==> src/wqdm_pkg.sv <==
// Shared types and constants of the watched task queue delay monitor.
// No dependencies; imported by every module of the block.
package wqdm_pkg;

    localparam int unsigned WATCH_DEPTH_DEF   = 512;
    localparam int unsigned PENDING_DEPTH_DEF = 512;

    localparam int unsigned ID_W   = 22;
    localparam int unsigned TS_W   = 64;
    localparam int unsigned MODE_W = 2;
    localparam int unsigned ST_W   = 3;

    localparam logic [TS_W-1:0] DISCARD_RESET = 64'd1000000000;
    localparam logic [TS_W-1:0] LATE_RESET    = 64'd4000000;

    // request modes
    localparam logic [MODE_W-1:0] MODE_ADD    = 2'd0;
    localparam logic [MODE_W-1:0] MODE_REMOVE = 2'd1;
    localparam logic [MODE_W-1:0] MODE_WAKE   = 2'd2;
    localparam logic [MODE_W-1:0] MODE_SWITCH = 2'd3;

    // result status codes
    localparam logic [ST_W-1:0] ST_IGNORED   = 3'd0;
    localparam logic [ST_W-1:0] ST_WAKE      = 3'd1;
    localparam logic [ST_W-1:0] ST_COUNTED   = 3'd2;
    localparam logic [ST_W-1:0] ST_DISCARDED = 3'd3;
    localparam logic [ST_W-1:0] ST_FULL      = 3'd4;
    localparam logic [ST_W-1:0] ST_ADDED     = 3'd5;
    localparam logic [ST_W-1:0] ST_REMOVED   = 3'd6;
    localparam logic [ST_W-1:0] ST_ABSENT    = 3'd7;

    // configuration register indexes
    localparam logic CFG_DISCARD = 1'b0;
    localparam logic CFG_LATE    = 1'b1;

    typedef struct packed {
        logic clr;     // clearing pass step
        logic accept;  // capture request, arm scan
        logic scan;    // table scan step
        logic exec;    // apply table update
        logic finish;  // update statistics, load result
    } t_cmd;

    typedef struct packed {
        logic clr_done;
        logic scan_done;
        logic out_free;
    } t_sts;

endpackage

==> src/wqdm_ctrl.sv <==
// Controller state machine of the queue delay monitor.
// Depends on wqdm_pkg; drives commands to wqdm_dp.
module wqdm_ctrl
    import wqdm_pkg::*;
(
    input  logic i_clk,
    input  logic i_rst_n,
    input  logic i_in_valid,
    output logic o_in_ready,
    input  t_sts i_sts,
    output t_cmd o_cmd
);

    localparam logic [2:0] S_CLR  = 3'd0;
    localparam logic [2:0] S_IDLE = 3'd1;
    localparam logic [2:0] S_SCAN = 3'd2;
    localparam logic [2:0] S_EXEC = 3'd3;
    localparam logic [2:0] S_FIN  = 3'd4;

    logic [2:0] r_state, n_state;

    always_ff @(posedge i_clk) begin
        if (!i_rst_n) begin
            r_state <= S_CLR;
        end else begin
            r_state <= n_state;
        end
    end

    always_comb begin
        n_state    = r_state;
        o_cmd      = '0;
        o_in_ready = 1'b0;
        unique case (r_state)
            S_CLR: begin
                o_cmd.clr = 1'b1;
                if (i_sts.clr_done) n_state = S_IDLE;
            end
            S_IDLE: begin
                o_in_ready   = 1'b1;
                o_cmd.accept = i_in_valid;
                if (i_in_valid) n_state = S_SCAN;
            end
            S_SCAN: begin
                o_cmd.scan = 1'b1;
                if (i_sts.scan_done) n_state = S_EXEC;
            end
            S_EXEC: begin
                o_cmd.exec = 1'b1;
                n_state    = S_FIN;
            end
            S_FIN: begin
                if (i_sts.out_free) begin
                    o_cmd.finish = 1'b1;
                    n_state      = S_IDLE;
                end
            end
            default: n_state = S_CLR;
        endcase
    end

endmodule

==> config.mk <==
export PLATFORM = sky130hd
export DESIGN_NAME = wqdm_ctrl
export DESIGN_NICKNAME = d
export VERILOG_FILES = /design/src/wqdm_pkg.sv /design/src/wqdm_ctrl.sv
export SDC_FILE = /design/constraint.sdc
export NUM_CORES = 1
export LEC_CHECK = 0
export BUFFER_PORTS_ARGS = -buffer_cell sky130_fd_sc_hd__buf_2
export CAP_MARGIN = 0
export CORE_AREA = 10 10 47 49
export CTS_CLUSTER_SIZE = 14
export DETAILED_ROUTE_END_ITERATION = 8
export DIE_AREA = 0 0 57 59
export PLACE_DENSITY_LB_ADDON = 0.08
export SLEW_MARGIN = 25
export SYNTH_ARGS = -nofsm -noshare
export SYNTH_HDL_FRONTEND = slang
export SYNTH_SLANG_ARGS = --single-unit
==> constraint.sdc <==
create_clock -name i_clk -period 1.2 [get_ports i_clk]
set_input_delay 0.12 -clock i_clk [delete_from_list [all_inputs] [get_ports i_clk]]
set_output_delay 0.12 -clock i_clk [all_outputs]
set_load 0.05 [all_outputs]
Yosys cells after proc, flatten, opt, wreduce, memory -nomap -nowiden
Cells that the tools add are included.
{ "op_classes": {"addsub": 0, "mul": 0, "n_div": 0, "order_cmp": 0, "n_eq_ne": 8, "n_shift": 0, "n_mux": 12, "bitwise_logic": 0, "reduce_logical": 2} }
{ "ops": {"columns": ["cell", "count"], "rows": [
  ["$pmux 3 s5", 1],
  ["$mux 3", 4],
  ["$ne 2x2->1 const B", 4],
  ["$mux 1", 7],
  ["$eq 3x2->1 const B", 2],
  ["$reduce_and 4->1", 1],
  ["$eq 3x1->1 const B", 1],
  ["$eq 3x3->1 const B", 1],
  ["$logic_not 3->1", 1]
]} }
{ "totals": {"regBits": 3, "latchBits": 0, "ramBits": 0, "rom_bits": 0, "word_cells": 23, "n_memories": 0} }

Logic depth before layout (Yosys ltp)
Gate-level depths: netlist (run 1).
{ "logic_depth": {"word_depth": 3, "depth_mapped": 3, "mapped_depth_nobuf": 3} }

Least setup slack after synthesis (run 1)
No wires, ideal clock.
{ "synth_path": {"path_type": "register to register", "startpoint": "reg r_state[1]", "endpoint": "reg r_state[1]", "setup_time_ns": 0.063, "arrival_ns": 1.892, "required_ns": 1.137, "path_slack_ns": -0.755, "path_stages_with_launch": 3, "n_path_buf": 0, "period_less_slack_ns": 1.955, "path_cell_list": "dfxtp_1 > nor3b_1 > o21a_1"} }
{ "synth_between": {"elab_chain_cells": 3, "word_cells_on_any_way": 11} }
{ "synth_lines": {"columns": ["item", "line", "source"], "rows": [
  ["start: declaration", "wqdm_ctrl.sv:20", "logic [2:0] r_state, n_state;"],
  ["start signal: assignment", "wqdm_ctrl.sv:26", "r_state <= n_state;"],
  ["$eq 3x2->1, or another cell as far along", "wqdm_ctrl.sv:34", "unique case (r_state)"],
  ["$ne 2x2->1 (no source line)", null, null],
  ["$reduce_and 4->1 (no source line)", null, null]
]} }
Parallel ways exist; a longest one is shown, timed or not.
A chain may end at the register's enable or synchronous reset.

==> results of run 1 <==
## area by class of cell
cell class	count	share of cell area [%]
multi-input combinational	15	38.4
timing repair buffer	13	29.1
sequential	3	19.7
clock buffer	4	7.27
tap	16	5.54
## cell families (layout without fill, tap and decap cells)
| logic type | count (synthesis) | after routing | synth area share, % |
|---|---|---|---|
| simple gates | 11 | 11 | 47.9 |
| compound gates | 4 | 4 | 17.9 |
| flops | 3 | 3 | 34.3 |
| buf+inv | 0 | 17 | 0 |
## routing by layer
layer	vias to the layer above	share of wire, %	global-route usage (%)
li1	103	-	-
met1	94	35	3.31
met2	4	58	7.44
met3	0	7.0	1.72
met4	0	0	4.03
met5	-	0	0
## worst paths after layout
check,start,endpoint,slack [ns],cells past startpoint
max,r_state[2],o_cmd[3],-0.03,3
min,i_rst_n,r_state[2],0.14,2
max reg2reg,r_state[0],r_state[0],0.07,4
min reg2reg,r_state[0],r_state[2],0.63,2
## where the power goes
| group | switching, mW | internal [mW] | total [mW] |
|---|---|---|---|
| clock | 0.0478 | 0.124 | 0.172 |
| combinational | 0.0772 | 0.0603 | 0.137 |
| sequential | 0.0143 | 0.105 | 0.119 |
## worst reg2reg max path: cells and delay by family, from the launching register on
family	cells	cell delay (ns)
AOI/OAI and AO/OA	2	0.44
buffers and inverters	1	0.14
DFF	1	0.36
and+or+nand+nor	1	0.13
## per-stage QoR
stage               TNS (ns)  worst slack, ns  util (%)
floorplan             -0.843           -0.292         -
global placement           0           0.0388      19.8
detailed placement         0           0.0328      19.8
CTS                  -0.0613          -0.0425      24.1
global route          -0.296          -0.0845      25.8
finish               -0.0342          -0.0321      25.8
## timing repair
item                                    4_1_cts  5_1_grt
gates resized for setup                      10        5
endpoints found under the setup margin        6        7
buffers inserted                              1        1
pin swaps                                     2        1
## cell usage after synthesis
library cell | instances | area share (%)
a211oi_1 | 1 | 4.3
and2_2 | 1 | 4.3
and3b_1 | 1 | 5.0
and4bb_2 | 1 | 7.1
dfxtp_1 | 3 | 34
nand2_1 | 1 | 2.1
nand2b_1 | 2 | 7.1
nor3_1 | 2 | 5.7
nor3b_1 | 1 | 4.3
nor3b_2 | 1 | 7.1
nor4b_1 | 1 | 5.0
o21a_1 | 2 | 8.6
o31a_1 | 1 | 5.0
==> metrics.cfg, run 1 <==
[sta]
worst_pin_slew_ns = 0.248
max_slew_margin_pct = 83.2
setup_viol = 2
fin_ws_ns = -0.0321
hold-worst-slack_ns = 0.138
maxSlewViolCount = 0
finClkSkew_ns = 0.0000906
period_share_pct = 103
rsz0062_at_grt = true
hold_violations = 0
fmax_ghz = 0.812
layout_min_cycle_time_ns = 1.23

[drt]
viasPerCell = 3.94
drt_pre_antenna_iters = 2
drtAntennaViolNets = 0
routed_wl_um = 631
routed-via-count = 201
drtIter0Drc = 1
drcViolationCount = 0
routedWlPerCell_um = 12.4

[cells_and_area]
multiInputGateArea_um2 = 139
regMostFlops = r_state
largest_reg_flops = 3
n_antenna_cell = 0
seqCellArea_um2 = 71.3
nets = 42
reg_top3 = r_state: 3 flops
layout-drive-gt1-share_pct = 74.3
syn2layout_area_growth_pct = 106
fin_cells = 51
stdcell_area_um2 = 362
mostFrequentLayoutCell = buf_2
final_cell_mix = buf_2 (6), buf_6 (4), clkbuf_4 (3), dfxtp_4 (3)
fillers = 165

[setup_path]
cp_num_buf_inv = 1
path_max_fanout = 8
critPathTopFamily = simple AND/OR/NAND/NOR gates
slowest_stage = dfxtp_4
crit_chain = nor3b_4 -> and2_4 -> buf_8
crit_type = reg2out
arrival_ns = 1.11
cp-start-kind = register
required_ns = 1.08
critPathCaptureType = output port
cp_slowest_stage_delay_ns = 0.37

[pwr]
power.leakage_nw = 0.156
powerDensity_nw_per_um2 = 1190
power_mw = 0.429
ir_drop_uv = 420

[synth]
synth_area_um2 = 175
syn_nets = 24
synth_seq_area_share_pct = 34.3
ys_ff_latch = 3
synth_cell_type_count = 13
synthCells = 18
syn_avg_cell_area_um2 = 9.73
ys.warnings.count = 0

[grt]
grt-ovfl-total = 0
antenna_found_initial = 0
grt_pass1_vias = 235
grt_pass1_wl_mm = 1.04
grt_max_degree = 9
grt_usage_pct = 4.14

[clock_tree]
root_buffer = clkbuf_4
cts_tree = done
clock-sinks = 3
htree_levels = 1
cts_buffers = 3
clk_path_buf_depth = 2
path_clk_slew_ns = 0.03
clk-insertion-delay-late_ns = 0.23
hold_buffers = 0

[floorplan]
io_pins = 12
num_rows = 14
core_area_um2 = 1400
start_util_pct = 12.5
die_h_um = 59
die-area_um2 = 3360
die_x_um = 57

[place]
portBuffers = 11
dp.cells = 45
dpl.hpwl_um = 499
globalplace.congestion = 0.595
placed_area_um2 = 278

[worst_hold_path]
hold_class = in2reg

[run]
cap_violations = 0

[outcome]
status = finished with violations
violations = negative setup slack

Power figures use the tool's default switching activity.
==> run 2: changes to the inputs <==
--- a/config.mk
+++ b/config.mk
@@ -12,6 +12,7 @@
 export DETAILED_ROUTE_END_ITERATION = 8
 export DIE_AREA = 0 0 57 59
 export PLACE_DENSITY_LB_ADDON = 0.08
+export REMOVE_ABC_BUFFERS = 1
 export SLEW_MARGIN = 25
 export SYNTH_ARGS = -nofsm -noshare
 export SYNTH_HDL_FRONTEND = slang
==> constraint.sdc (replaced) <==
create_clock -name i_clk -period 1.2 [get_ports i_clk]
set_input_delay 0.12 -clock i_clk [delete_from_list [all_inputs] [get_ports i_clk]]
set_output_delay 0.12 -clock i_clk [all_outputs]
set_load 0.01 [all_outputs]
==> run 2 against run 1 <==
Against the previous run:
- the flow now finishes without violations
- via count decreased by 1.0%
- die area is the same
- first-iteration DRC count rose to 5.0 times the previous value
- sequential power barely moved
- clock skew up 0.00093 ns
- final cell count shrank 3.9%
- total power decreased by 18%
- clock power barely moved
- critical path type unchanged
==> metrics.cfg, run 2 (same netlist as run 1, synthesis figures left out) <==
[outcome]
status = finished clean  ; was finished with violations

[clock_tree]
clk_path_buf_depth = 2  ; unchanged
root_buffer = clkbuf_4  ; unchanged
cts_buffers = 3  ; unchanged
cts_tree = done  ; unchanged
htree_levels = 1  ; unchanged
path_clk_slew_ns = 0.04  ; was 0.03 ns
clock-sinks = 3  ; unchanged
cts_setup_buffers = 0  ; was 1
clk-insertion-delay-late_ns = 0.23  ; about the same

[sta]
maxSlewViolCount = 0  ; unchanged
worst_pin_slew_ns = 0.238  ; was 0.248 ns
fin_tns_setup_ns = 0  ; was -0.0342 ns
hold_violations = 0  ; unchanged
fmax_ghz = 0.835  ; was 0.812 GHz
period_share_pct = 99.8  ; was 103%
max_slew_margin_pct = 83.9  ; was 83.2%
setup_viol = 0  ; was 2
layout_min_cycle_time_ns = 1.20  ; was 1.23 ns
rsz0062_at_grt = true  ; unchanged
hold-worst-slack_ns = 0.136  ; was 0.138 ns
finClkSkew_ns = 0.00102  ; was 0.0000906 ns
fin_ws_ns = 0.00289  ; was -0.0321 ns

[drt]
drtAntennaViolNets = 0  ; unchanged
routedWlPerCell_um = 11.9  ; was 12.4 µm
routed-via-count = 199  ; was 201
routed_wl_um = 584  ; was 631 µm
viasPerCell = 4.06  ; was 3.94
drtIter0Drc = 5  ; was 1
drcViolationCount = 0  ; unchanged
drt_pre_antenna_iters = 4  ; was 2

[setup_path]
path_max_fanout = 9  ; was 8
slowest_stage = dfxtp_4  ; unchanged
required_ns = 1.08  ; about the same
critPathCaptureType = output port  ; unchanged
cp_slowest_stage_delay_ns = 0.36  ; was 0.37 ns
cp-start-kind = register  ; unchanged
crit_chain = nor3b_2 -> and2_2 -> buf_2  ; was nor3b_4 -> and2_4 -> buf_8
arrival_ns = 1.08  ; was 1.11 ns
crit_type = reg2out  ; unchanged

[pwr]
power.leakage_nw = 0.130  ; was 0.156 nW
powerDensity_nw_per_um2 = 1250  ; was 1190 nW/µm²
power_mw = 0.353  ; was 0.429 mW
ir_drop_uv = 675  ; was 420 µV

[grt]
grt_max_degree = 10  ; was 9
grt_pass1_wl_mm = 1.01  ; was 1.04 mm
grt-ovfl-total = 0  ; unchanged
grt_usage_pct = 4.02  ; was 4.14%
grt_pass1_vias = 217  ; was 235
antenna_found_initial = 0  ; unchanged

[cells_and_area]
fin_cells = 49  ; was 51
reg_top3 = r_state: 3 flops  ; unchanged
nets = 40  ; was 42
layout-drive-gt1-share_pct = 60.6  ; was 74.3%
stdcell_area_um2 = 283  ; was 362 µm²
mostFrequentLayoutCell = buf_2  ; unchanged
syn2layout_area_growth_pct = 61.4  ; was 106%
final_cell_mix = buf_2 (11), clkbuf_4 (3)  ; was buf_2 (6), buf_6 (4), clkbuf_4 (3), dfxtp_4 (3)
n_antenna_cell = 0  ; unchanged
regMostFlops = r_state  ; unchanged
largest_reg_flops = 3  ; unchanged
utilization_pct = 20.2  ; was 25.8%

[floorplan]
io_pins = 12  ; unchanged
die_x_um = 57  ; unchanged
core_area_um2 = 1400  ; unchanged
die-area_um2 = 3360  ; unchanged
start_util_pct = 12.5  ; unchanged
num_rows = 14  ; unchanged
die_h_um = 59  ; unchanged

[place]
post-place-ws_ns = 0.0905  ; was 0.0328 ns
portBuffers = 11  ; unchanged
dp.cells = 45  ; unchanged
globalplace.congestion = 0.572  ; was 0.595
placed_area_um2 = 250  ; was 278 µm²

[worst_hold_path]
hold_class = in2reg  ; unchanged

[run]
cap_violations = 0  ; unchanged

==> run 2: cell types whose count changed in the layout (fill, tap and decap cells not counted), sizes merged <==
| cell | delta |
|---|---|
| buf | -2 |
==> run 2: path summary, 6_finish.rpt <==
check | slack (ns) | start | cells past startpoint | endpoint
max | 0.003 | r_state[0] | 3 | o_cmd[3]
min | 0.14 | i_rst_n | 2 | r_state[2]
max reg2reg | 0.19 | r_state[2] | 2 | r_state[0]
min reg2reg | 0.63 | r_state[0] | 2 | r_state[2]
==> run 2: worst max-delay path, delay by kind of cell, from the launching register on <==
| kind | cells | cell delay (ns) |
|---|---|---|
| buffers and inverters | 1 | 0.14 |
| flip-flops | 1 | 0.36 |
| AND/OR/NAND/NOR | 2 | 0.36 |
==> run 2: metal layers <==
metal  vias to the layer above  routed length [µm]  GRT usage, %
met4                         0                   7          1.01
met1                        84                 225          3.92
li1                        102                   -             -
met5                         -                   0             0
met2                        11                 288          5.89
met3                         2                  63          4.08
==> run 2: final cells by class <==
class                           instances  area (µm²)
Tap cell                               16        20.0
Clock buffer                            4        26.3
Multi-Input combinational cell         15         115
Sequential cell                         3        66.3
Fill cell                             173        1120
Timing Repair Buffer                   11        55.1
==> run 2: repair_timing <==
item | in CTS | in global routing
pin swaps | 0 | 0
hold buffers | 0 | 0
gates resized for setup | 4 | 0
endpoints found under the hold margin | 0 | 0
setup endpoints to repair | 4 | 3
==> run 2: power by group <==
part	switching (mW)	internal (mW)
Sequential	0.0127	0.108
Clock	0.0491	0.124
Combinational	0.0259	0.0329
Total	0.0877	0.265
